===== src/rtl/assert_macros.svh =====
// assertion macros used by the rtl top, flow_vector_color_coding
// needs aclk and aresetn in the including scope
`ifndef ASSERT_MACROS_SVH
`define ASSERT_MACROS_SVH

// same-cycle implication
`define FVC_ASSERT_NOW(label, cond, prop, msg) \
    label: assert property (@(posedge aclk) disable iff (!aresetn) (cond) |-> (prop)) \
        else $error(msg);

// next-cycle implication
`define FVC_ASSERT_NEXT(label, cond, prop, msg) \
    label: assert property (@(posedge aclk) disable iff (!aresetn) (cond) |=> (prop)) \
        else $error(msg);

`endif


===== src/rtl/fvc_pkg.sv =====
// types and constants of the flow vector color coding pipeline
// no dependencies
package fvc_pkg;

    localparam int SQRT_STEPS = 24;
    localparam int CORDIC_MAX = 24;
    localparam int DIV_STEPS  = 15;
    localparam int CW         = 36;

    localparam logic [15:0] ONE_Q15 = 16'd32768;

    localparam logic [31:0] ANGLE_HALF_PI  = 32'h4000_0000;
    localparam logic [31:0] ANGLE_PI       = 32'h8000_0000;
    localparam logic [31:0] ANGLE_3HALF_PI = 32'hC000_0000;

    localparam logic [7:0] REG_MAG_LOW  = 8'd0;
    localparam logic [7:0] REG_MAG_HIGH = 8'd1;
    localparam logic [7:0] REG_GAIN     = 8'd2;
    localparam logic [7:0] REG_ORDER    = 8'd3;

    localparam logic [2:0] SEC_RED_BLUE   = 3'd0;
    localparam logic [2:0] SEC_BLUE_A     = 3'd1;
    localparam logic [2:0] SEC_BLUE_B     = 3'd2;
    localparam logic [2:0] SEC_GREEN      = 3'd3;
    localparam logic [2:0] SEC_YELLOW_A   = 3'd4;
    localparam logic [2:0] SEC_YELLOW_B   = 3'd5;
    localparam logic [2:0] SEC_RED_A      = 3'd6;
    localparam logic [2:0] SEC_RED_B      = 3'd7;

    localparam logic [31:0] ATAN_TURNS [0:23] = '{
        32'd536870912, 32'd316933406, 32'd167458907, 32'd85004756,
        32'd42667331,  32'd21354465,  32'd10679838,  32'd5340245,
        32'd2670163,   32'd1335087,   32'd667544,    32'd333772,
        32'd166886,    32'd83443,     32'd41722,     32'd20861,
        32'd10430,     32'd5215,      32'd2608,      32'd1304,
        32'd652,       32'd326,       32'd163,       32'd81
    };

    typedef struct packed {
        logic        valid;
        logic [47:0] v;
        logic [47:0] r;
    } sqrt_cell_t;

    typedef struct packed {
        logic                 valid;
        logic                 hold;
        logic signed [CW-1:0] cx;
        logic signed [CW-1:0] cy;
        logic [31:0]          z;
    } cordic_cell_t;

    typedef struct packed {
        logic        valid;
        logic [23:0] rem;
        logic [14:0] q;
    } div_cell_t;

    typedef struct packed {
        logic        over;
        logic        le;
        logic        full;
        logic [15:0] wr;
        logic [15:0] wg;
        logic [15:0] wb;
    } side_t;

endpackage


===== src/rtl/fvc_cordic_cell.sv =====
// one rotation of the vectoring cordic, or a plain register past the stage count
// depends on fvc_pkg
module fvc_cordic_cell #(
    parameter int STAGE  = 0,
    parameter bit ACTIVE = 1'b1
) (
    input  logic                 aclk,
    input  logic                 aresetn,
    input  logic                 ce,
    input  fvc_pkg::cordic_cell_t cell_in,
    output fvc_pkg::cordic_cell_t cell_out
);
    fvc_pkg::cordic_cell_t cell_reg, cell_next;
    logic signed [fvc_pkg::CW-1:0] dx, dy;

    always_comb begin
        dx = cell_in.cy >>> STAGE;
        dy = cell_in.cx >>> STAGE;
        cell_next = cell_in;
        if (ACTIVE && !cell_in.hold) begin
            if (!cell_in.cy[fvc_pkg::CW-1]) begin
                cell_next.cx = cell_in.cx + dx;
                cell_next.cy = cell_in.cy - dy;
                cell_next.z  = cell_in.z + fvc_pkg::ATAN_TURNS[STAGE];
            end else begin
                cell_next.cx = cell_in.cx - dx;
                cell_next.cy = cell_in.cy + dy;
                cell_next.z  = cell_in.z - fvc_pkg::ATAN_TURNS[STAGE];
            end
        end
    end

    always_ff @(posedge aclk) begin
        if (!aresetn) begin
            cell_reg.valid <= 1'b0;
        end else if (ce) begin
            cell_reg.valid <= cell_next.valid;
        end
        if (ce) begin
            cell_reg.hold <= cell_next.hold;
            cell_reg.cx   <= cell_next.cx;
            cell_reg.cy   <= cell_next.cy;
            cell_reg.z    <= cell_next.z;
        end
    end

    assign cell_out = cell_reg;
endmodule


===== config.mk =====
export PLATFORM = sky130hd
export DESIGN_NAME = fvc_cordic_cell
export DESIGN_NICKNAME = d
export VERILOG_FILES = /design/src/rtl/assert_macros.svh /design/src/rtl/fvc_pkg.sv /design/src/rtl/fvc_cordic_cell.sv
export SDC_FILE = /design/constraint.sdc
export NUM_CORES = 1
export LEC_CHECK = 0
export ABC_AREA = 0
export BUFFER_PORTS_ARGS = -buffer_cell sky130_fd_sc_hd__clkbuf_2
export CAP_MARGIN = 20
export CORE_ASPECT_RATIO = 0.7
export CORE_UTILIZATION = 55
export DETAILED_ROUTE_END_ITERATION = 7
export PLACE_DENSITY = 0.9
export SYNTH_ARGS = -nofsm -noshare
export SYNTH_HDL_FRONTEND = slang
export SYNTH_SLANG_ARGS = --single-unit

===== constraint.sdc =====
create_clock -name aclk -period 3.9 [get_ports aclk]
set_input_delay 0 -clock aclk [delete_from_list [all_inputs] [get_ports aclk]]
set_output_delay 0 -clock aclk [all_outputs]
set_load 0.01 [all_outputs]

### After elaboration in Yosys (flattened, before gate mapping)

Index checks and enable logic that the tools add are counted.

| word-level totals | value |
|---|---|
| register bits after elaboration | 106 |
| logic and storage cells | 12 |

| operators by class | value |
|---|---|
| add/sub/neg operators | 5 |
| mux-type cells | 2 |

Operators by type and width:

| operator | count |
|---|---|
| 104-bit two-way mux | 2 |
| 36-bit subtractor | 2 |
| 36-bit adder | 1 |
| 32-bit by 30-bit adder with 32-bit output, second input constant | 1 |
| 32-bit by 30-bit subtractor with 32-bit output, second input constant | 1 |

### Longest topological paths before layout

| logic depth | value |
|---|---|
| word-level depth | 3 |
| mapped depth | 13 |
| depth with buffers taken out | 12 |

### Least setup slack after synthesis

Ideal clock, no wire load.

| timing path | value |
|---|---|
| kind | input -> register |
| from | in cell_in[32] (netlist bit) |
| to | reg cell_reg (netlist bit cell_out[102]) (data pin) |
| library setup time | 0.259 ns |
| arrival | 2.250 ns |
| required time | 3.641 ns |
| setup slack | 1.391 ns |
| stages | 12 |
| cells stage by stage | ha_1 inv_1 fa_1 o21ba_2 or2_1 a21oi_2 nor4_2 o31a_1 o211ai_2 nand2_1 and3_1 o31a_1 |

RTL lines:

| item | RTL line | text |
|---|---|---|
| from (decl) | fvc_cordic_cell.sv:10 | `input fvc_pkg::cordic_cell_t cell_in,` |
| to (decl) | fvc_cordic_cell.sv:13 | `fvc_pkg::cordic_cell_t cell_reg, cell_next;` |

==> impl_metrics.csv <==
group,metric,value,unit
synth,ys_ff_latch,106,
synth,synth_top_area_share,30.3,%
placement,gpl.final_weighted_congestion,1.01,
timing,setup_viol,0,
worst_setup_path,cp.arrival,3.81,ns
worst_setup_path,crit_slowest_cell,"dlygate4sd3_1",
layout,largest_reg_flops,106,
synth,ys_seq_area_share,30.4,%
floorplanning,io_pins,215,
floorplanning,initial_utilization,57.1,%
routing,met2_length,16200,um
global_route,grtUsageTotal,37.3,%
routing,drtPass1Iterations,8,
worst_setup_path,cpPeakStageDelay,0.54,ns
clock_network,tritoncts,"yes",
worst_setup_path,critPathTopFamily,"compound AO/OA/AOI/OAI gates",
synth,yosys.cell_types.count,81,
pwr,pwr_density_cell,329,nW/um2
timing,finalHoldViolCount,0,
floorplanning,die_h,117,um
clock_network,clk_pin_slew,0.08,ns
timing,tns,0,ns
worst_setup_path,path_cells,"dlygate4sd3_1 > clkbuf_2 > ha_1 > or3_4 > or2_1 > a21oi_2 > nor4_2 > o31a_1 > o211ai_1 > mux2i_1 > xnor2_1 > o21ai_0",
pwr,finalPower,4.10,mW
layout,design_area,12500,um2
routing,wl,37100,um
layout,num-nets-final,1681,
placement,dp.cells,1629,
placement,numPortBuffers,214,
clock_network,clockBufferDepth,2,
placement,post_dp_cell_area,11600,um2
global_route,grt_pass1_vias,9889,
synth,synth_common_cells,"a21oi_1 (135), inv_1 (111), ha_1 (109), edfxtp_1 (105), nor2_1 (98)",
synth,yosysMostFrequentCell,"a21oi_1",
timing,tightest_slew,1.03,ns
layout,area_growth_syn_to_layout,19.7,%
clock_network,cts_buffers,9,
worst_setup_path,path_buf_inv,2,
global_route,grt_max_degree,76,
routing,viasPerCell,6.37,
worst_setup_path,cp-start-kind,"input pin",
timing,period_share,93.3,%
routing,dr_wl_met3,4250,um
global_route,antenna_found_initial,0,
clock_network,clock-sinks,106,
run_status,outcome,"complete, but fails checks",
synth,syn_area,10400,um2
run_status,violations,"design-rule violations",
timing,slew_headroom,31.1,%
routing,m1WireLength,15900,um
synth,synth_edf_count,105,
synth,async_flop_share,0,%
pwr,peakVddDrop,0.195,mV
routing,drt_iter0_drc,2064,
timing,setup_ws,0.261,ns
placement,dpl.hpwl,26400,um
worst_hold_path,hp-class,"input pin to flip-flop",
global_route,grt_overflow_total,0,
global_route,grt_first_pass_wirelength,55800,um
layout,diodes,0,
routing,drc,22,
routing,routedWlPerCell,21.8,um
synth,synth_nets,1449,
timing,min_period,3.64,ns
timing,hold_slack,0.00184,ns
synth,ys_warn_count,0,
timing,rsz0062_at_grt,"false",
floorplanning,fp.dieArea,19500,um2
clock_network,post_cts_buffers,0,
worst_setup_path,crit_required,4.07,ns
synth,synthTopCellsByArea,"edfxtp_1 (30%), ha_1 (13%), a21oi_1 (6.5%)",
synth,synth_top_flop_cell,"edfxtp_1",
layout,drive_gt1_share,18.5,%
clock_network,insertion_delay,0.38,ns
clock_network,root_buffer,"clkbuf_16",
floorplanning,num_rows,41,
floorplanning,die-width,167,um
layout,final_cells,1700,
synth,post_synth.cell_area_avg,8.49,um2
timing,drv_slew,0,
worst_setup_path,critPathMaxFanout,11,
timing,clock_skew,0,ns
placement,dp_slack,0.607,ns
routing,via_count,10830,
routing,antenna_left,0,
layout,fin_util,68.3,%
synth,synth_top_area_cell,"edfxtp_1",
timing,timing.fmax,275,MHz
job,maxCapViolCount,0,
worst_setup_path,worstSetupPathType,"input pin to flip-flop",
routing,highest_layer,"met4",
clock_network,h-tree-depth,3,
floorplanning,core_area,18300,um2
pwr,leakagePower,5.60,nW
synth,syn-instance-count,1227,
worst_setup_path,end_kind,"flip-flop",
layout,fillers,1459,
## worst register-to-register path, stage by stage, from the launching register on
cell	delay [ns]
dfxtp_1	0.32
mux2i_1	0.15
nor2b_1	0.07
dlygate4sd3_1	0.56
## cells in the final DEF (no fill, tap or decap), drive strengths merged, types with 16 or more instances in the layout
cell type	count
nor2b	16
nor3	25
mux2i	42
nand2	88
ha	109
edfxtp	105
o21ai	97
nor2	98
dlygate4sd3	55
nand3	19
xnor2	63
o21bai	17
buf	17
a21o	24
a21oi	136
inv	115
a31oi	22
clkbuf	223
## final cells by class
type                    instances  area, um2  share of cell area [%]
multi-input cells             942       6530                    52.4
clock buffers                  10        229                    1.83
repair buffers                285       1740                    14.0
well taps                     236        295                    2.37
flip-flops and latches        106       3170                    25.4
inverters                     115        432                    3.46
clock inverters                 6       73.8                   0.591
## power breakdown
part           internal [mW]  switching, mW  total (mW)
Clock                  0.507          0.480       0.987
Sequential              1.42         0.0460        1.46
Combinational          0.621           1.03        1.65
## timing repair
| action | 4_1_cts | 5_1_grt |
|---|---|---|
| resized for setup | 0 | 0 |
| hold buffers | 54 | 1 |
| hold endpoints to repair | 53 | 1 |
## final timing paths
check | start | endpoint | slack (ns) | depth (start not counted)
setup / recovery | cell_in[73] | cell_out[100]$_DFFE_PP_ | 0.26 | 12
hold reg to reg | cell_out[105]$_SDFFE_PN0P_ | cell_out[105]$_SDFFE_PN0P_ | 1.12 | 3
setup reg to reg | cell_out[105]$_SDFFE_PN0P_ | cell_out[105]$_SDFFE_PN0P_ | 2.70 | 3
hold / removal | cell_in[85] | cell_out[85]$_DFFE_PP_ | 0.002 | 2
## layer usage
metal  vias up  GRT usage (%)
met3        86           7.83
met4         0           10.6
met2       785           58.7
li1       4862              -
met5         -              0
met1      5097           52.2
## kinds of logic after synthesis
logic type	Yosys count	share of synthesized area, %
xor gates and xnor gates	68	5.71
muxes	45	4.36
AOI/OAI and AO/OA	398	24.2
and+or+nand+nor	318	14.6
DFF	106	30.4
adders and majority gates	113	13.9
buffers and inverters	179	6.87
No activity file was read; power rests on OpenSTA's default activity.
