==> src/rtl/assert_macros.svh <==
// assertion macros used by the rtl top, flow_vector_color_coding
// needs aclk and aresetn in the including scope
`ifndef ASSERT_MACROS_SVH
`define ASSERT_MACROS_SVH

// same-cycle implication
`define FVC_ASSERT_NOW(label, cond, prop, msg) \
    label: assert property (@(posedge aclk) disable iff (!aresetn) (cond) |-> (prop)) \
        else $error(msg);

// next-cycle implication
`define FVC_ASSERT_NEXT(label, cond, prop, msg) \
    label: assert property (@(posedge aclk) disable iff (!aresetn) (cond) |=> (prop)) \
        else $error(msg);

`endif

==> src/rtl/fvc_pkg.sv <==
// types and constants of the flow vector color coding pipeline
// no dependencies
package fvc_pkg;

    localparam int SQRT_STEPS = 24;
    localparam int CORDIC_MAX = 24;
    localparam int DIV_STEPS  = 15;
    localparam int CW         = 36;

    localparam logic [15:0] ONE_Q15 = 16'd32768;

    localparam logic [31:0] ANGLE_HALF_PI  = 32'h4000_0000;
    localparam logic [31:0] ANGLE_PI       = 32'h8000_0000;
    localparam logic [31:0] ANGLE_3HALF_PI = 32'hC000_0000;

    localparam logic [7:0] REG_MAG_LOW  = 8'd0;
    localparam logic [7:0] REG_MAG_HIGH = 8'd1;
    localparam logic [7:0] REG_GAIN     = 8'd2;
    localparam logic [7:0] REG_ORDER    = 8'd3;

    localparam logic [2:0] SEC_RED_BLUE   = 3'd0;
    localparam logic [2:0] SEC_BLUE_A     = 3'd1;
    localparam logic [2:0] SEC_BLUE_B     = 3'd2;
    localparam logic [2:0] SEC_GREEN      = 3'd3;
    localparam logic [2:0] SEC_YELLOW_A   = 3'd4;
    localparam logic [2:0] SEC_YELLOW_B   = 3'd5;
    localparam logic [2:0] SEC_RED_A      = 3'd6;
    localparam logic [2:0] SEC_RED_B      = 3'd7;

    localparam logic [31:0] ATAN_TURNS [0:23] = '{
        32'd536870912, 32'd316933406, 32'd167458907, 32'd85004756,
        32'd42667331,  32'd21354465,  32'd10679838,  32'd5340245,
        32'd2670163,   32'd1335087,   32'd667544,    32'd333772,
        32'd166886,    32'd83443,     32'd41722,     32'd20861,
        32'd10430,     32'd5215,      32'd2608,      32'd1304,
        32'd652,       32'd326,       32'd163,       32'd81
    };

    typedef struct packed {
        logic        valid;
        logic [47:0] v;
        logic [47:0] r;
    } sqrt_cell_t;

    typedef struct packed {
        logic                 valid;
        logic                 hold;
        logic signed [CW-1:0] cx;
        logic signed [CW-1:0] cy;
        logic [31:0]          z;
    } cordic_cell_t;

    typedef struct packed {
        logic        valid;
        logic [23:0] rem;
        logic [14:0] q;
    } div_cell_t;

    typedef struct packed {
        logic        over;
        logic        le;
        logic        full;
        logic [15:0] wr;
        logic [15:0] wg;
        logic [15:0] wb;
    } side_t;

endpackage

==> src/rtl/fvc_sqrt_cell.sv <==
// one bit step of the pipelined square root
// depends on fvc_pkg
module fvc_sqrt_cell #(
    parameter int STEP = 0
) (
    input  logic               aclk,
    input  logic               aresetn,
    input  logic               ce,
    input  fvc_pkg::sqrt_cell_t cell_in,
    output fvc_pkg::sqrt_cell_t cell_out
);
    localparam logic [47:0] BIT_VAL = 48'd1 << (46 - 2 * STEP);

    fvc_pkg::sqrt_cell_t cell_reg, cell_next;
    logic [48:0] trial;

    always_comb begin
        trial = {1'b0, cell_in.r} + {1'b0, BIT_VAL};
        cell_next = cell_in;
        if ({1'b0, cell_in.v} >= trial) begin
            cell_next.v = cell_in.v - trial[47:0];
            cell_next.r = (cell_in.r >> 1) + BIT_VAL;
        end else begin
            cell_next.r = cell_in.r >> 1;
        end
    end

    always_ff @(posedge aclk) begin
        if (!aresetn) begin
            cell_reg.valid <= 1'b0;
        end else if (ce) begin
            cell_reg.valid <= cell_next.valid;
        end
        if (ce) begin
            cell_reg.v <= cell_next.v;
            cell_reg.r <= cell_next.r;
        end
    end

    assign cell_out = cell_reg;
endmodule

==> config.mk <==
export PLATFORM = sky130hd
export DESIGN_NAME = fvc_sqrt_cell
export DESIGN_NICKNAME = d
export VERILOG_FILES = /design/src/rtl/assert_macros.svh /design/src/rtl/fvc_pkg.sv /design/src/rtl/fvc_sqrt_cell.sv
export SDC_FILE = /design/constraint.sdc
export NUM_CORES = 1
export LEC_CHECK = 0
export ABC_CLOCK_PERIOD_IN_PS = 4950
export BUFFER_PORTS_ARGS = -buffer_cell sky130_fd_sc_hd__buf_2
export CAP_MARGIN = 10
export CORE_ASPECT_RATIO = 1.2
export CORE_MARGIN = 2
export CORE_UTILIZATION = 53
export CTS_CLUSTER_SIZE = 14
export DETAILED_ROUTE_END_ITERATION = 12
export PLACE_DENSITY_LB_ADDON = 0.05
export SLEW_MARGIN = 20
export SYNTH_ARGS = -nofsm -noshare
export SYNTH_HDL_FRONTEND = slang
export SYNTH_SLANG_ARGS = --single-unit
==> constraint.sdc <==
create_clock -name aclk -period 4.95 [get_ports aclk]
set_clock_uncertainty 0.1 [all_clocks]
set_input_delay 1.485 -clock aclk [delete_from_list [all_inputs] [get_ports aclk]]
set_output_delay 1.485 -clock aclk [all_outputs]
set_load 0.02 [all_outputs]
Word level (Yosys, flattened, before mapping)

Index checks and enable logic that the tools add are counted.
Widths: inputs -> output; s select.

Register bits: 97
Output and inout port bits: 97
Logic and storage cells: 10

Add/sub/neg operators: 3
$lt $le $gt $ge: 1
Muxes and demuxes: 2

Operators with widths:

| operator               | number |
|---|---|
| $add 48x47->49 const B | 1 |
| $ge 48x49->1           | 1 |
| $add 47x47->48 const B | 1 |
| $mux 48                | 1 |
| $sub 48x48->48         | 1 |
| $mux 47                | 1 |

Longest topological paths before layout

Word-level depth: 3
Gate-level depth with buffers: 14

Least setup slack after synthesis

No wires, ideal clock.

Kind: in2reg
Start point: input port cell_in[19] in the netlist's numbering
End point: register cell_reg (netlist bit cell_out[89]) (data pin)
Setup time: 260 ps
Arrival time: 3868 ps
Slack: 722 ps
Stages on the path: 11
Buffers on the path: 2
Path through: inv_1 ha_1 buf_4 nand2_2 or3_4 a2111oi_4 a31oi_4 o31a_4 o21ai_2 buf_4 mux2_2

RTL lines:

| element     | RTL line            | source |
|---|---|---|
| from (decl) | fvc_sqrt_cell.sv:9  | `input fvc_pkg::sqrt_cell_t cell_in,` |
| to (decl)   | fvc_sqrt_cell.sv:14 | `fvc_pkg::sqrt_cell_t cell_reg, cell_next;` |

==> summary.md <==
The run finished with clean final reports. For the arrival time reported for the critical path endpoint, the log shows 4.41 ns. The area of the mapped netlist was 6540 µm²; the post-detailed-routing wire length was 17.3 mm. Along the worst path, the maximum fanout reaches 39. In this run the critical register-to-register path is captured at cell_out[96]. The overall track demand over capacity in global routing is 25.9%, and the net count after synthesis is 819.

The number of rows created at floorplan is 44. In this run the tightest slew margin relative to its limit is 59.3%. Number of synthesized flops with an enable pin: 96. In this run the critical register-to-register path is launched from cell_out[96]. In this run the worst hold path is classified as flip-flop to flip-flop. The worst path needs 4.42 ns of the cycle, external delays included.

The critical path is of the input port to flip-flop type. The height of the die was 126 µm; the post-detailed-route wirelength per cell was 16.9 µm. For the final routed database, the setup TNS stands at 0 ns. Setup slack closes at 0.529 ns. The wire-length estimate of the detail-placed layout is 13.7 mm. Summing all placed instances gives a cell area of 7660 µm². For this run the aggregate overflow at the end of global routing stands at 0. At the worst endpoint, the required time is 4.94 ns. After detailed routing, the number of remaining DRC violations is 0. The H-tree was split into 3 levels.

After synthesis, the cell types taking the most area are edfxtp_1 44%, ha_1 9.4%, a21oi_1 6.5%. The overall die width is 105 µm. For hold timing, the worst endpoint is cell_out[96]. The final hold violation count was 0. The logs give 0 for the total count of max-transition violations in the final report and 0 for the max-capacitance violation count. STA classifies the critical path endpoint as a flip-flop.

Number of post-CTS setup repair buffers: 0. Setup repair after global routing left no endpoint under its margin. After synthesis, the most frequently instantiated cells are 96 x edfxtp_1, 85 x a21oi_1, 70 x nor2_1. Before antenna repair, the detailed router went through 7 iterations.

The number of instances resized during post-cts repair came out at 0. Clock-pin slew was measured on the worst setup and hold paths at 0.07 ns. Summed over all cells, the static leakage comes to 3.63 nW. The vias after detailed routing came out at 5,724.

The sink count of the clock tree is 97, and the power per cell area is 316 nW/µm². In this run, CTS created clock tree buffers numbering 9. Routability-driven placement finished with a final weighted congestion of 0.966. The tools report the post-detailed-route count of antenna-violating nets as 0. The share of the clock period used by the worst path was 89.3%; the pin count of the biggest net entering global routing was 87. For this block, the initial DRC count from the detailed router was 206. The signal on the critical path passes through buf_2 -> inv_1 -> ha_1 -> nand2_2 -> or3_4 -> a2111oi_4 -> a31oi_4 -> o31a_4 -> o21ai_4 -> buf_12 -> mux2_2. Counting cells, the worst reg-to-reg path comes to 2.

Gate family responsible for the most delay along the worst path: compound AO/OA/AOI/OAI gates. After routing the design area is 7960 µm². Reg-to-reg setup timing slack: 4.24 ns. The count of warnings emitted by yosys came out at 0.

The flip-flop count of the largest register after layout is 97, and the number of stages on the worst hold path is 2. The fraction of synthesized cell area taken by the top area cell type was 44.1%. Among all cell types in the netlist, the one instantiated most often is edfxtp_1.

The first global-routing pass estimated 27.4 mm of wire. On the critical path, the stage with the largest delay is an instance of a2111oi_4. For the pin with the worst max-slew slack, the measured transition is 0.611 ns. The per-instance average area after synthesis is 9.77 µm².

Clock network latency to the later pin of the worst-skew pair: 0.34 ns. The root buffer cell chosen for the clock tree is clkbuf_16. The number of buffer cells added on primary ports was 196. Compared with the post-synthesis result, the final layout area differs by 21.7%. The launching element type of the critical path was an input port. Of all flip-flops after synthesis, the portion carrying an async set or reset was 0%.

In the final design database the tool counted 1,007 nets. The predominant post-synthesis flop cell is edfxtp_1. The number of vias per cell after detailed routing is 5.59, and the maximum number of buffers from clock root to sink is 2. TritonCTS built the clock tree. The initial utilization of the core area, before any placement, comes to 54.2%. Setup violations remaining at the end of the flow were counted as 0.

The number of global-route vias before repair was 5,760. OpenSTA, run right after detailed placement, puts the worst setup slack at 0.208 ns. The synthesized design contains 97 register bits. The post-route netlist has 26.8% of its cells at a drive strength greater than 1.

The startpoint identified for the worst hold timing path is cell_out[96]. The number of buffers and inverters on the critical path is 3. For the top-level I/O count, the log shows 197. The cell taking the most area after synthesis is edfxtp_1.

The largest single stage delay on the critical path is 0.47 ns. The share of the yosys chip area belonging to registers is 44.4%, and the synthesized netlist cell count is 669. The logs give 12,100 µm² for the core region area and 13,200 µm² for the die area. The hold buffer count at CTS is 0, and the maximum VDD drop is 220 µV. Static timing analysis puts the maximum clock frequency at 226 MHz.

The number of antenna violations at the first check in global routing was 1; the count of distinct cell types in the synthesized netlist was 60.
worst reg2reg max path, stage by stage, from the launching register on:
cell     delay, ns
dfxtp_1       0.32
mux2i_1       0.13
nor2b_1       0.06
final cells by class:
| cell class | count | area (µm²) |
|---|---|---|
| inverters | 58 | 218 |
| fillers | 1003 | 4100 |
| repair buffers | 205 | 1090 |
| well taps | 161 | 201 |
| clock buffers | 9 | 225 |
| flip-flops and latches | 97 | 2900 |
| diodes | 1 | 2.50 |
| clock inverters | 7 | 46.3 |
| multi-input cells | 486 | 3270 |
worst max-delay path by stage:
stage	startpoint	cells past startpoint	slack, ns	to
final	cell_in[19]	11	0.53	cell_out[89]
after global routing	cell_in[15]	12	0.40	cell_out[89]
after CTS	cell_in[15]	12	0.56	cell_out[89]
after detailed placement	cell_in[16]	12	0.21	cell_out[89]
after global placement	cell_in[19]	11	0.27	cell_out[89]
after floorplan	cell_in[19]	11	0.72	cell_out[89]
cells by family after synthesis:
| family | Yosys count | share of synthesized area (%) |
|---|---|---|
| compound gates | 198 | 19.4 |
| xor+xnor | 43 | 5.76 |
| fa+ha+maj | 50 | 9.69 |
| buf+inv | 86 | 5.63 |
| flops | 97 | 44.4 |
| mux | 13 | 2.20 |
| simple gates | 182 | 12.9 |
routing by layer:
metal	wire [µm]	GRT usage [%]	up-vias	part of all wire [%]
li1	-	-	2827	-
met1	6780	29.4	2670	39
met2	9310	48.9	199	54
met3	911	4.30	28	5.3
met4	327	8.08	0	1.9
met5	0	0	-	0
cell usage in the layout (no fill, tap or decap), types with 3 or more instances in the layout:
master,n
edfxtp_1,96
or3_1,3
a31oi_1,9
nor4_1,4
nand3_1,13
buf_4,7
a21o_1,25
buf_12,3
clkinv_1,3
and2_1,3
nand2_1,43
nand2b_1,3
a21oi_1,85
a221oi_1,3
nor3_1,10
a211o_1,3
inv_1,58
buf_2,195
xnor2_1,23
nor2_1,70
ha_1,49
nand4_1,14
o2111ai_1,3
o21ai_0,29
xor2_1,20
clkinv_4,3
nor2b_1,6
o21bai_1,11
clkbuf_16,9
a211oi_1,5
mux2_1,10
o21a_1,6
report_power, final:
group / leakage, nW / internal, mW / switching (mW) / total, mW
registers: 0.949 / 1.02 / 0.0248 / 1.04
clock network: 0.133 / 0.341 / 0.316 / 0.657
logic: 2.55 / 0.305 / 0.507 / 0.811
metrics by stage:
stage          cells  util, %  power [mW]  hold slack (ns)
2_1_floorplan    669        -        1.60            0.489
3_3_place_gp    1006     63.6        1.85            0.398
3_5_place_dp    1006     63.6        1.87            0.424
4_1_cts         1022     65.8        2.52            0.453
5_1_grt         1023     66.0        2.63            0.489
6_report        1024     66.0        2.51            0.447
(Power assumes the default switching activity.)
