`src/rtl/assert_macros.svh`:
```
// assertion macros used by the rtl top, flow_vector_color_coding
// needs aclk and aresetn in the including scope
`ifndef ASSERT_MACROS_SVH
`define ASSERT_MACROS_SVH

// same-cycle implication
`define FVC_ASSERT_NOW(label, cond, prop, msg) \
    label: assert property (@(posedge aclk) disable iff (!aresetn) (cond) |-> (prop)) \
        else $error(msg);

// next-cycle implication
`define FVC_ASSERT_NEXT(label, cond, prop, msg) \
    label: assert property (@(posedge aclk) disable iff (!aresetn) (cond) |=> (prop)) \
        else $error(msg);

`endif

```
`src/rtl/fvc_pkg.sv`:
```
// types and constants of the flow vector color coding pipeline
// no dependencies
package fvc_pkg;

    localparam int SQRT_STEPS = 24;
    localparam int CORDIC_MAX = 24;
    localparam int DIV_STEPS  = 15;
    localparam int CW         = 36;

    localparam logic [15:0] ONE_Q15 = 16'd32768;

    localparam logic [31:0] ANGLE_HALF_PI  = 32'h4000_0000;
    localparam logic [31:0] ANGLE_PI       = 32'h8000_0000;
    localparam logic [31:0] ANGLE_3HALF_PI = 32'hC000_0000;

    localparam logic [7:0] REG_MAG_LOW  = 8'd0;
    localparam logic [7:0] REG_MAG_HIGH = 8'd1;
    localparam logic [7:0] REG_GAIN     = 8'd2;
    localparam logic [7:0] REG_ORDER    = 8'd3;

    localparam logic [2:0] SEC_RED_BLUE   = 3'd0;
    localparam logic [2:0] SEC_BLUE_A     = 3'd1;
    localparam logic [2:0] SEC_BLUE_B     = 3'd2;
    localparam logic [2:0] SEC_GREEN      = 3'd3;
    localparam logic [2:0] SEC_YELLOW_A   = 3'd4;
    localparam logic [2:0] SEC_YELLOW_B   = 3'd5;
    localparam logic [2:0] SEC_RED_A      = 3'd6;
    localparam logic [2:0] SEC_RED_B      = 3'd7;

    localparam logic [31:0] ATAN_TURNS [0:23] = '{
        32'd536870912, 32'd316933406, 32'd167458907, 32'd85004756,
        32'd42667331,  32'd21354465,  32'd10679838,  32'd5340245,
        32'd2670163,   32'd1335087,   32'd667544,    32'd333772,
        32'd166886,    32'd83443,     32'd41722,     32'd20861,
        32'd10430,     32'd5215,      32'd2608,      32'd1304,
        32'd652,       32'd326,       32'd163,       32'd81
    };

    typedef struct packed {
        logic        valid;
        logic [47:0] v;
        logic [47:0] r;
    } sqrt_cell_t;

    typedef struct packed {
        logic                 valid;
        logic                 hold;
        logic signed [CW-1:0] cx;
        logic signed [CW-1:0] cy;
        logic [31:0]          z;
    } cordic_cell_t;

    typedef struct packed {
        logic        valid;
        logic [23:0] rem;
        logic [14:0] q;
    } div_cell_t;

    typedef struct packed {
        logic        over;
        logic        le;
        logic        full;
        logic [15:0] wr;
        logic [15:0] wg;
        logic [15:0] wb;
    } side_t;

endpackage

```
`src/rtl/fvc_div_cell.sv`:
```
// one quotient bit of the restoring divider for the amplitude
// depends on fvc_pkg
module fvc_div_cell (
    input  logic              aclk,
    input  logic              aresetn,
    input  logic              ce,
    input  logic [23:0]       span,
    input  fvc_pkg::div_cell_t cell_in,
    output fvc_pkg::div_cell_t cell_out
);
    fvc_pkg::div_cell_t cell_reg, cell_next;
    logic [24:0] rem2;

    always_comb begin
        rem2 = {cell_in.rem, 1'b0};
        cell_next = cell_in;
        if (rem2 >= {1'b0, span}) begin
            cell_next.rem = 24'(rem2 - {1'b0, span});
            cell_next.q   = {cell_in.q[13:0], 1'b1};
        end else begin
            cell_next.rem = rem2[23:0];
            cell_next.q   = {cell_in.q[13:0], 1'b0};
        end
    end

    always_ff @(posedge aclk) begin
        if (!aresetn) begin
            cell_reg.valid <= 1'b0;
        end else if (ce) begin
            cell_reg.valid <= cell_next.valid;
        end
        if (ce) begin
            cell_reg.rem <= cell_next.rem;
            cell_reg.q   <= cell_next.q;
        end
    end

    assign cell_out = cell_reg;
endmodule

```
`config.mk`:
```
export PLATFORM = sky130hd
export DESIGN_NAME = fvc_div_cell
export DESIGN_NICKNAME = d
export VERILOG_FILES = /design/src/rtl/assert_macros.svh /design/src/rtl/fvc_pkg.sv /design/src/rtl/fvc_div_cell.sv
export SDC_FILE = /design/constraint.sdc
export NUM_CORES = 1
export LEC_CHECK = 0
export BUFFER_PORTS_ARGS = -buffer_cell sky130_fd_sc_hd__buf_2
export CORE_ASPECT_RATIO = 1.25
export CORE_MARGIN = 2
export CORE_UTILIZATION = 55
export CTS_CLUSTER_DIAMETER = 30
export DETAILED_ROUTE_END_ITERATION = 7
export HOLD_SLACK_MARGIN = 0.06
export PLACE_DENSITY = 0.84
export SLEW_MARGIN = 20
export SYNTH_ARGS = -nofsm -noshare
export SYNTH_HDL_FRONTEND = slang
export SYNTH_SLANG_ARGS = --single-unit
```
`constraint.sdc`:
```
create_clock -name aclk -period 4.55 [get_ports aclk]
set_input_delay 0.91 -clock aclk [delete_from_list [all_inputs] [get_ports aclk]]
set_output_delay 0.91 -clock aclk [all_outputs]
set_load 0.02 [all_outputs]
```
# Word level (Yosys, flattened, before mapping)
# Index checks and enable logic that the tools add are counted.
# word_totals
ff_bits	40
latchBits	0
mem_bits_rw	0
mem_bits_ro	0
in_bits	67
output_inout_bits	40
mem_count	0
# classes
add_sub_neg	1
n_mul	0
div_mod_pow	0
order_cmp	1
eq_ne	0
n_shift	0
mux	1
n_bitwise	0
n_reduce_logical	0
# op_table
cell	count
39-bit two-way mux	1
25-bit by 24-bit greater-or-equal comparator with 1-bit output	1
24-bit subtractor	1

# Longest topological paths before layout
# Gate-level depths: netlist of the first run.
# logic_depth
depth_word	2
ltp_mapped	13

# Least setup slack after synthesis of the first run
# OpenSTA, ideal clock, no wires.
# synth_timing
path_kind	in2reg
start	in span[8]
end	reg cell_reg (netlist bit cell_out[25]), data pin
arrival_time_ps	2847
required_ps	4290
slack_ps	1443
stages	11
path_cell_list	inv_1 -> ha_1 -> a211oi_2 -> o21ai_1 -> a211oi_2 -> and3_4 -> o31ai_4 -> a21oi_4 -> inv_4 -> buf_12 -> mux2_4
# synth_rtl
item	line	rtl
start: declaration	fvc_div_cell.sv:7	input logic [23:0] span,
end: declaration	fvc_div_cell.sv:11	fvc_pkg::div_cell_t cell_reg, cell_next;

==> results of run 1 <==
==> kinds of logic after synthesis <==
logic type | synth area share [%]
adders and majority gates | 10.4
muxes | 6.43
DFF | 38.7
and+or+nand+nor | 12.5
xor gates and xnor gates | 2.28
AOI/OAI and AO/OA | 22.5
buffers and inverters | 7.12
==> layout make-up <==
| type | instances | area (um2) | area share (%) |
|---|---|---|---|
| multi-input cells | 218 | 1670 | 44.6 |
| flip-flops and latches | 40 | 1190 | 31.9 |
| repair buffers | 105 | 526 | 14.1 |
| inverters | 43 | 164 | 4.39 |
| well taps | 64 | 80.1 | 2.14 |
| clock buffers | 6 | 72.6 | 1.94 |
| clock inverters | 2 | 35.0 | 0.938 |
==> layer usage <==
| layer | share of wire, % | wire, um | vias up |
|---|---|---|---|
| met3 | 7.4 | 570 | 20 |
| li1 | - | - | 1349 |
| met5 | 0 | 0 | - |
| met4 | 2.2 | 171 | 0 |
| met2 | 51 | 3960 | 138 |
| met1 | 39 | 3040 | 1294 |
==> stage by stage <==
stage / util, % / hold WS, ns / std cells
detailed placement: 67.1 / 0.539 / 470
global route: 69.1 / 0.579 / 478
finish: 69.1 / 0.554 / 478
CTS: 69.1 / 0.558 / 478
floorplan: - / 0.589 / 308
global placement: 67.1 / 0.493 / 470
==> worst max-delay path, stage by stage <==
cell	delay, ns
buf_2	0.08
inv_1	0.03
ha_1	0.40
o2111ai_2	0.52
o221a_1	0.55
inv_1	0.20
a21oi_4	0.41
inv_4	0.21
mux2_4	0.34
==> worst max-delay path by stage <==
stage	cells after the start	from	endpoint	slack [ns]
6_report	9	span[20]	cell_out[25]$_DFFE_PP_	0.95
5_1_grt	9	span[20]	cell_out[26]$_DFFE_PP_	0.80
4_1_cts	9	span[20]	cell_out[26]$_DFFE_PP_	0.99
3_5_place_dp	9	span[20]	cell_out[26]$_DFFE_PP_	0.65
3_3_place_gp	9	span[20]	cell_out[33]$_DFFE_PP_	0.75
2_1_floorplan	11	span[8]	cell_out[25]$_DFFE_PP_	1.44
==> layout by cell type (no fill, tap or decap), types with 2 or more instances in the layout <==
cell type / instances
buf_2: 105
inv_1: 42
edfxtp_1: 39
nor2_1: 25
ha_1: 24
nand2_1: 18
a21oi_1: 17
o21ai_0: 12
nand3_1: 9
o211ai_1: 8
o31ai_1: 7
xnor2_1: 7
a31oi_1: 6
mux2_2: 6
mux2_4: 6
nor3_1: 5
o21a_1: 5
clkbuf_8: 5
and3_1: 4
mux2i_1: 4
a21boi_0: 4
a21o_1: 3
a41oi_1: 3
nor2b_1: 3
a211oi_1: 3
o2111ai_2: 2
nand2b_1: 2
a211oi_2: 2
and2_1: 2
nor4_1: 2
or3_1: 2
a311oi_1: 2
==> power by group through the flow <==
stage          clock network [mW]  logic (mW)  registers [mW]
3_3_place_gp                    0       0.399           0.478
6_report                    0.295       0.421           0.472
5_1_grt                     0.307       0.456           0.477
4_1_cts                     0.294       0.418           0.473
2_1_floorplan                   0       0.232           0.541
3_5_place_dp                    0       0.414           0.481
==> metrics.txt, run 1 <==
total wire length 7.74 mm; number of enable flip-flop cells after synthesis 39; worst endpoint data arrival time 3.64 ns; power density cells 318 nW/um2; Comb pwr share 35.4%; Root Driver clkbuf_8; Final #Nets 505; clk_lat worst skew 0.29 ns; CTS Hold Buffers Added 0; largest net degree at the start of global routing 41; final hold vios 0; status complete, no violations; Final ANT Viol Nets 0; Top Usage Layer GRT met2; global-route wire length before repair 12.3 mm; DR pass1 iterations 4; Slew @ Worst Pin 0.933 ns; CTS tree done; Synth Instances 308; pre-CTS WS 0.653 ns; worst r2r dst cell_out[39]$_SDFFE_PN0P_; Tot GR Track Use 25.0%; min-delay worst type flop to flop; design area 3730 um2; via/cell ratio 5.86; endpoints failing setup 0; Ant. Diodes 0; Seq cells post-synth 40; most common cell in the synthesized netlist inv_1; met2 Track Usage GR 44.3%; DR iter-0 viols 238; Final Max Tran Viols 0; r2r setup slk 3.92 ns; placed cell area 3630 um2; Core Footprint 5410 um2; Cell Area, Synth 3080 um2; Max Clock Skew 0 ns; Largest register FFs 40; CTS Sinks 40; biggest area consumer among synthesized cells edfxtp_1; sw frac 33.1%; Die Width 70.9 um; Hold Crit Endpoint cell_out[39]$_SDFFE_PN0P_; clock slew at reported path FFs 0.07 ns; Sw Pwr 0.393 mW; vias in the first global route 2,795; initial antenna violation count 0; GR Util met3 4.49%; top post-synthesis cells by area edfxtp_1, ha_1, inv_1, nor2_1, mux2_4; Critical Path RT 4.59 ns; maximum VDD drop 0.000161 V; share of the synthesized area in the top cell type 38.1%; CTS buffer count 5; WL/cell 16.2 um; Lkg Pwr 1.73 nW; r2r startpoint cell_out[39]$_SDFFE_PN0P_; Avg Cell Area, Syn 9.99 um2; syn_nets 400; Fin Setup TNS 0 ns; fin crit share 79.0%; Internal Power 0.795 mW; Vias 2,801; DRC errors left 0; FF-to-FF path depth 2; hold depth 2; gr ovfl total 0; Crit. End Element flop; Buffers on Ports 105; total power 1.19 mW; Slew HR 37.8%; Post-synth top cells inv_1, edfxtp_1, nor2_1; setup bufs post-CTS 0; synthesis-to-finish area growth 21.4%; CTS resizes 0; crit-path max FO 15; RSZ-0062 raised after global routing false; Flop pwr share 39.7%; GR Util met1 28.7%; I/O pin cnt 107; CTS H-Tree Depth 2; Max clock buf depth 2; HPWL Detailed 5.76 mm; row cnt 30; asr flop ratio synth 0%; Hold Crit Start cell_out[39]$_SDFFE_PN0P_; register area share after synthesis 38.7%; post-layout minimum cycle time 3.60 ns; die height 87.6 um; Main synth FF type edfxtp_1; synth warn 0; share of post-route cells with drive strength above 1 33.8%; FMAX 278 MHz; clock share of power 24.8%; Final WS setup 0.954 ns; Worst setup SP type primary input; # fillers 443; gpl congestion 0.888; distinct cell type count after synthesis 61; Setup CP Type primary input to flop; initial core utilization 56.9%; max-cap violations 0; die footprint 6210 um2
(Power assumes the default switching activity.)
==> run 2, diff against run 1 <==
Settings changed: ABC_AREA set to 1, CORE_UTILIZATION 55 to 53, PLACE_DENSITY 0.84 to 0.79.
Clock period 4.55 ns to 3.6 ns, I/O delays scaled along.
==> run 2 against run 1 <==
Compared with the run above: total power rose by 20%; via count rose by 25%; sequential power rose by 26%; clock skew did not move; synthesized area rose by 15%; first-iteration DRC count fell by 27%; critical path depth rose by 4; core utilization fell by 4.4 points; die area rose by 18%; critical path type unchanged.
==> metrics.txt, run 2 <==
status complete, no violations (unchanged); DRC errors left 0 (unchanged); RSZ-0062 raised after global routing false (unchanged); Slew @ Worst Pin 0.892 ns (was 0.933 ns); clock share of power 20.5% (was 24.8%); commonest non-fill, non-tap cell in the layout nand2_1 (was buf_2); Crit. End Element flop (unchanged); Setup CP Type primary input to flop (unchanged); HPWL Detailed 7.44 mm (was 5.76 mm); share of the synthesized area in the top cell type 33.2% (was 38.1%); setup bufs post-CTS 0 (unchanged); Buffers on Ports 105 (unchanged); DR iter-0 viols 173 (was 238); DR pass1 iterations 4 (unchanged); number of enable flip-flop cells after synthesis 39 (unchanged); endpoints failing setup 0 (unchanged); placed insts 711 (was 470); Hold Crit Endpoint cell_out[39]$_SDFFE_PN0P_ (unchanged); CTS H-Tree Depth 2 (unchanged); sw frac 36.8% (was 33.1%); Seq cells post-synth 40 (unchanged); most common cell in the synthesized netlist nand2_1 (was inv_1); die footprint 7330 um2 (was 6210 um2); total wire length 9.14 mm (was 7.74 mm); die height 95.2 um (was 87.6 um); design area 4220 um2 (was 3730 um2); final hold vios 0 (unchanged); Cell Area, Synth 3530 um2 (was 3080 um2); clock slew at reported path FFs 0.07 ns (about the same); WL/cell 12.7 um (was 16.2 um); initial core utilization 54.1% (was 56.9%); crit-path leading delay family simple AND/OR/NAND/NOR gates (was compound AO/OA/AOI/OAI gates); initial antenna violation count 0 (unchanged); Internal Power 0.902 mW (was 0.795 mW); Fin Setup TNS 0 ns (unchanged); Ant. Diodes 0 (unchanged); min-delay worst type flop to flop (unchanged); CTS resizes 0 (unchanged); Vias 3,501 (was 2,801); share of post-route cells with drive strength above 1 21.2% (was 33.8%); I/O pin cnt 107 (unchanged); Slew HR 40.6% (was 37.8%); Flop pwr share 41.6% (was 39.7%); CTS Sinks 40 (unchanged); worst endpoint data arrival time 2.71 ns (was 3.64 ns); global-route wire length before repair 14.9 mm (was 12.3 mm); Largest register FFs 40 (unchanged); biggest area consumer among synthesized cells edfxtp_1 (unchanged); Crit. Startpoint span[2] (was span[20]); CP bufs+invs 2 (was 4); distinct cell type count after synthesis 28 (was 61); CTS buffer count 5 (unchanged); fin crit share 74.5%; Synth Instances 524 (was 308); placed cell area 4130 um2 (was 3630 um2); FF-to-FF path depth 2 (unchanged); hold depth 2 (unchanged); worst r2r dst cell_out[39]$_SDFFE_PN0P_ (unchanged); Comb pwr share 38.0% (was 35.4%); Main synth FF type edfxtp_1 (unchanged); Slowest-stage cell, CP ha_1 (was o221a_1); Finished Layout Cells 719 (was 478); vias in the first global route 3,347 (was 2,795); Final WS setup 0.917 ns (was 0.954 ns); r2r startpoint cell_out[39]$_SDFFE_PN0P_ (unchanged); FMAX 373 MHz; Critical Path RT 3.63 ns (was 4.59 ns); crit-path max FO 25 (was 15); CTS Hold Buffers Added 0 (unchanged); most frequent cells in the layout nand2_1, inv_1, buf_2 (was buf_2, inv_1, edfxtp_1); synthesis-to-finish area growth 19.5% (was 21.4%); gr ovfl total 0 (unchanged); r2r setup slk 2.91 ns (was 3.92 ns); Lkg Pwr 2.47 nW (was 1.73 nW); gpl congestion 0.920 (was 0.888); largest net degree at the start of global routing 42 (was 41); pre-CTS WS 0.668 ns (was 0.653 ns); Core Footprint 6520 um2 (was 5410 um2); synth warn 0 (unchanged); Post-synth top cells nand2_1, inv_1, edfxtp_1 (was inv_1, edfxtp_1, nor2_1); Final ANT Viol Nets 0 (unchanged); Avg Cell Area, Syn 6.74 um2 (was 9.99 um2); Root Driver clkbuf_8 (unchanged); Max clock buf depth 2 (unchanged); Max Clock Skew 0 ns (unchanged); Hold Crit Start cell_out[39]$_SDFFE_PN0P_ (unchanged); CTS tree done (unchanged); max-cap violations 0 (unchanged); post-layout minimum cycle time 2.68 ns; Die Width 77.0 um (was 70.9 um); CP max stage delay 0.37 ns (was 0.55 ns); via/cell ratio 4.87 (was 5.86); top post-synthesis cells by area edfxtp_1, nand2_1, inv_1, ha_1, nand4_1 (was edfxtp_1, ha_1, inv_1, nor2_1, mux2_4); Tot GR Track Use 25.7% (was 25.0%); Final #Nets 723 (was 505); maximum VDD drop 0.000187 V (was 0.000161 V); Worst setup SP type primary input (unchanged); clk_lat worst skew 0.28 ns (was 0.29 ns); Sw Pwr 0.526 mW (was 0.393 mW); asr flop ratio synth 0% (unchanged); power density cells 339 nW/um2 (was 318 nW/um2); syn_nets 616 (was 400); crit-path most repeated cell nand2_1 (was inv_1); Final Max Tran Viols 0 (unchanged); crit path cell chain buf_2, inv_1, ha_1, nand2_1, nand2_1, nand2_1, nand2_1, nand2_1, nand3_2, nand3_4, nand3_4, nand2_1, nand2_1 (was buf_2, inv_1, ha_1, o2111ai_2, o221a_1, inv_1, a21oi_4, inv_4, mux2_4); register area share after synthesis 33.7% (was 38.7%); row cnt 33 (was 30)
## run 2: through the flow
| step | total power, mW | hold slack, ns | util, % |
|---|---|---|---|
| 6_report | 1.43 | 0.574 | 64.7 |
| 3_3_place_gp | 1.13 | 0.517 | 63.4 |
| 2_1_floorplan | 0.973 | 0.606 | - |
| 4_1_cts | 1.43 | 0.582 | 64.7 |
| 5_1_grt | 1.53 | 0.591 | 64.7 |
| 3_5_place_dp | 1.15 | 0.564 | 63.4 |
## run 2: worst max path at each step
stage,to,slack [ns],cells past startpoint
global route,cell_out[38]$_DFFE_PP_,0.73,13
detailed placement,cell_out[38]$_DFFE_PP_,0.67,13
finish,cell_out[38]$_DFFE_PP_,0.92,13
global placement,cell_out[30]$_DFFE_PP_,0.68,9
floorplan,cell_out[33]$_DFFE_PP_,1.30,10
CTS,cell_out[38]$_DFFE_PP_,0.94,13
## run 2: cell families after synthesis
family	share of synthesized area, %
AO/OA/AOI/OAI	2.38
XOR/XNOR	2.48
adder cells (fa/ha/maj)	9.07
buffers and inverters	13.8
flip-flops	33.7
AND/OR/NAND/NOR	38.5
## run 2: power groups by stage
stage / logic [mW] / clock network (mW) / registers, mW
floorplan: 0.292 / 0 / 0.681
finish: 0.542 / 0.292 / 0.594
detailed placement: 0.541 / 0 / 0.605
global route: 0.612 / 0.316 / 0.599
global placement: 0.533 / 0 / 0.602
CTS: 0.543 / 0.297 / 0.594
## run 2: metal layers
layer	track usage (%)	routed length (um)	vias to the layer above
met5	0	0	-
met4	11.5	253	0
met3	2.75	465	16
met2	49.2	4750	121
met1	28.8	3670	1520
li1	-	-	1844
## run 2: worst reg2reg max path, stage by stage (launching register included)
cell,delay (ns)
dfxtp_1,0.31
o21ai_0,0.17
a21oi_1,0.07
## run 2: cell type report
| cell class | instances | area [um2] |
|---|---|---|
| clock inverter | 2 | 12.5 |
| sequential | 40 | 1190 |
| multi-input combinational | 360 | 1850 |
| fill | 649 | 2300 |
| timing repair buffer | 108 | 548 |
| clock buffer | 6 | 72.6 |
| tap | 87 | 109 |
| inverter | 116 | 435 |
==> run 3, diff against run 2 <==
Settings changed: ABC_AREA 1 to 0, CORE_UTILIZATION 53 to 51, PLACE_DENSITY 0.79 to 0.78.
Clock period 3.6 ns to 2.6 ns, I/O delays scaled along.
==> run 3 against run 2 <==
Compared with the run above: total power up 50%; sequential share of layout area down 0.78 points; flip-flop and latch count unchanged; first-iteration DRC count down 12%; highest routed layer unchanged; die area down 9.0%; sequential power up 39%.
==> metrics.txt, run 3 (synthesis results as in run 1) <==
Lkg Pwr 2.04 nW (was 2.47 nW); DR iter-0 viols 153 (was 173); Worst setup SP type primary input (unchanged); Ant. Diodes 0 (unchanged); I/O pin cnt 107 (unchanged); worst r2r dst cell_out[39]$_SDFFE_PN0P_ (unchanged); Slew @ Worst Pin 0.504 ns (was 0.892 ns); clk_lat worst skew 0.29 ns (was 0.28 ns); CTS tree done (unchanged); Tot GR Track Use 23.4% (was 25.7%); design area 4340 um2 (was 4220 um2); status complete, no violations (unchanged); row cnt 31 (was 33); Final Max Tran Viols 0 (unchanged); Max Clock Skew 0 ns (unchanged); final hold vios 0 (unchanged); CTS Sinks 40 (unchanged); crit-path max FO 8 (was 25); Slew HR 66.4% (was 40.6%); met2 Track Usage GR 41.6% (was 49.2%); WL/cell 15.2 um (was 12.7 um); Hold Crit Endpoint cell_out[2]$_DFFE_PP_ (was cell_out[39]$_SDFFE_PN0P_); most frequent cells in the layout buf_2, buf_4, inv_1, edfxtp_1, nor2_1 (was nand2_1, inv_1, buf_2); total power 2.15 mW (was 1.43 mW); DR pass1 iterations 6 (was 4); synthesis-to-finish area growth 41.1% (was 19.5%); die footprint 6670 um2 (was 7330 um2); placed cell area 4090 um2 (was 4130 um2); endpoints failing setup 0 (unchanged); Critical Path RT 2.65 ns (was 3.63 ns); Final ANT Viol Nets 0 (unchanged); r2r startpoint cell_out[39]$_SDFFE_PN0P_ (unchanged); maximum VDD drop 0.000312 V (was 0.000187 V); initial core utilization 52.9% (was 54.1%); global-route wire length before repair 12.4 mm (was 14.9 mm); Hold Crit Start cell_in[1] (was cell_out[39]$_SDFFE_PN0P_); largest net degree at the start of global routing 25 (was 42); FMAX 387 MHz; post-layout minimum cycle time 2.59 ns; CTS buffer count 5 (unchanged); worst endpoint data arrival time 2.64 ns (was 2.71 ns); Die Width 73.5 um (was 77.0 um); CTS H-Tree Depth 2 (unchanged); Max clock buf depth 2 (unchanged); vias in the first global route 2,872 (was 3,347); GR Util met1 26.2% (was 28.8%); Final #Nets 565 (was 723); DRC errors left 0 (unchanged); power density cells 495 nW/um2 (was 339 nW/um2); Largest register FFs 40 (unchanged); r2r setup slk 2.01 ns (was 2.91 ns); crit path cell chain buf_8, ha_4, a211oi_4, o21ai_2, a211oi_2, and3_4, o31ai_4, a21oi_4, clkinv_4, mux2_4 (was buf_2, inv_1, ha_1, nand2_1, nand2_1, nand2_1, nand2_1, nand2_1, nand3_2, nand3_4, nand3_4, nand2_1, nand2_1); HPWL Detailed 6.15 mm (was 7.44 mm); gpl congestion 0.904 (was 0.920); commonest non-fill, non-tap cell in the layout buf_2 (was nand2_1); clock slew at reported path FFs 0.09 ns (was 0.07 ns); area of the multi-input gates 1800 um2 (was 1850 um2); FF-to-FF path depth 2 (unchanged); share of post-route cells with drive strength above 1 46.0% (was 21.2%); Buffers on Ports 105 (unchanged); Setup CP Type primary input to flop (unchanged); Crit. End Element flop (unchanged); Core Footprint 5820 um2 (was 6520 um2); Slowest-stage cell, CP mux2_4 (was ha_1); RSZ-0062 raised after global routing true (was false); Vias 3,028 (was 3,501); min-delay worst type primary input to flop (was flop to flop); # fillers 431 (was 649); fin crit share 99.4%; initial antenna violation count 0 (unchanged); Top Usage Layer GRT met2 (unchanged); Root Driver clkbuf_8 (unchanged); via/cell ratio 5.61 (was 4.87); hold depth 1 (was 2); GR Util met3 4.24% (was 2.75%); Fin Hold WS 0.387 ns (was 0.574 ns); Final WS setup 0.0146 ns (was 0.917 ns); Register Area 1190 um2 (unchanged); die height 90.8 um (was 95.2 um); total wire length 8.20 mm (was 9.14 mm); gr ovfl total 0 (unchanged); max-cap violations 0 (unchanged); CP max stage delay 0.34 ns (was 0.37 ns); pre-CTS WS -0.286 ns (was 0.668 ns)
-- run 3: cell count changes in the layout (fill, tap and decap cells not counted), sizes merged, moves of 12 or more --
| cell | delta |
|---|---|
| buf | +56 |
| o21ai | +12 |
| nand4 | -29 |
| inv | -73 |
| nand3 | -19 |
| nand2 | -200 |
| mux2 | +12 |
-- run 3: worst max path at each step --
stage / slack [ns] / cells after the start / end / start
floorplan: 0.003 / 13 / cell_out[25]$_DFFE_PP_ / span[1]
global placement: -0.22 / 11 / cell_out[22]$_DFFE_PP_ / span[10]
detailed placement: -0.29 / 11 / cell_out[20]$_DFFE_PP_ / span[10]
CTS: 0.03 / 11 / cell_out[20]$_DFFE_PP_ / span[10]
global route: -0.08 / 10 / cell_out[20]$_DFFE_PP_ / cell_in[22]
finish: 0.01 / 10 / cell_out[20]$_DFFE_PP_ / cell_in[22]
-- run 3: worst max-delay path: cells and delay by family --
kind	cells	cell delay, ns
AOI/OAI and AO/OA	5	0.98
adders and majority gates	1	0.25
buffers and inverters	2	0.30
muxes	1	0.34
and+or+nand+nor	1	0.25
-- run 3: metrics by stage --
stage          cells  setup TNS, ns  utilization (%)
5_1_grt          540         -0.596             74.6
3_5_place_dp     524          -3.95             70.3
2_1_floorplan    308              0                -
6_report         540              0             74.6
4_1_cts          532              0             71.8
3_3_place_gp     524          -2.86             70.3
-- run 3: cell type report --
type	instances	area share, %
repair buffers	164	23.0
clock buffers	5	1.59
repair inverters	1	0.202
flip-flops and latches	40	27.5
multi-input cells	218	41.5
inverters	43	3.95
well taps	66	1.90
clock inverters	3	0.433
-- run 3: repair_timing --
action	in CTS	in global routing
hold buffers	0	0
gates resized for setup	0	28
buffers inserted	0	7
endpoints found under the setup margin	0	13
-- run 3: where the power goes --
group / internal, mW / switching (mW) / total, mW
sequential: 0.807 / 0.0174 / 0.825
combinational: 0.418 / 0.480 / 0.898
clock: 0.187 / 0.239 / 0.427
-- run 3: layer usage --
| metal | routed length (um) | up-vias |
|---|---|---|
| li1 | - | 1475 |
| met2 | 4270 | 111 |
| met1 | 3170 | 1422 |
| met3 | 529 | 20 |
| met4 | 227 | 0 |
| met5 | 0 | - |
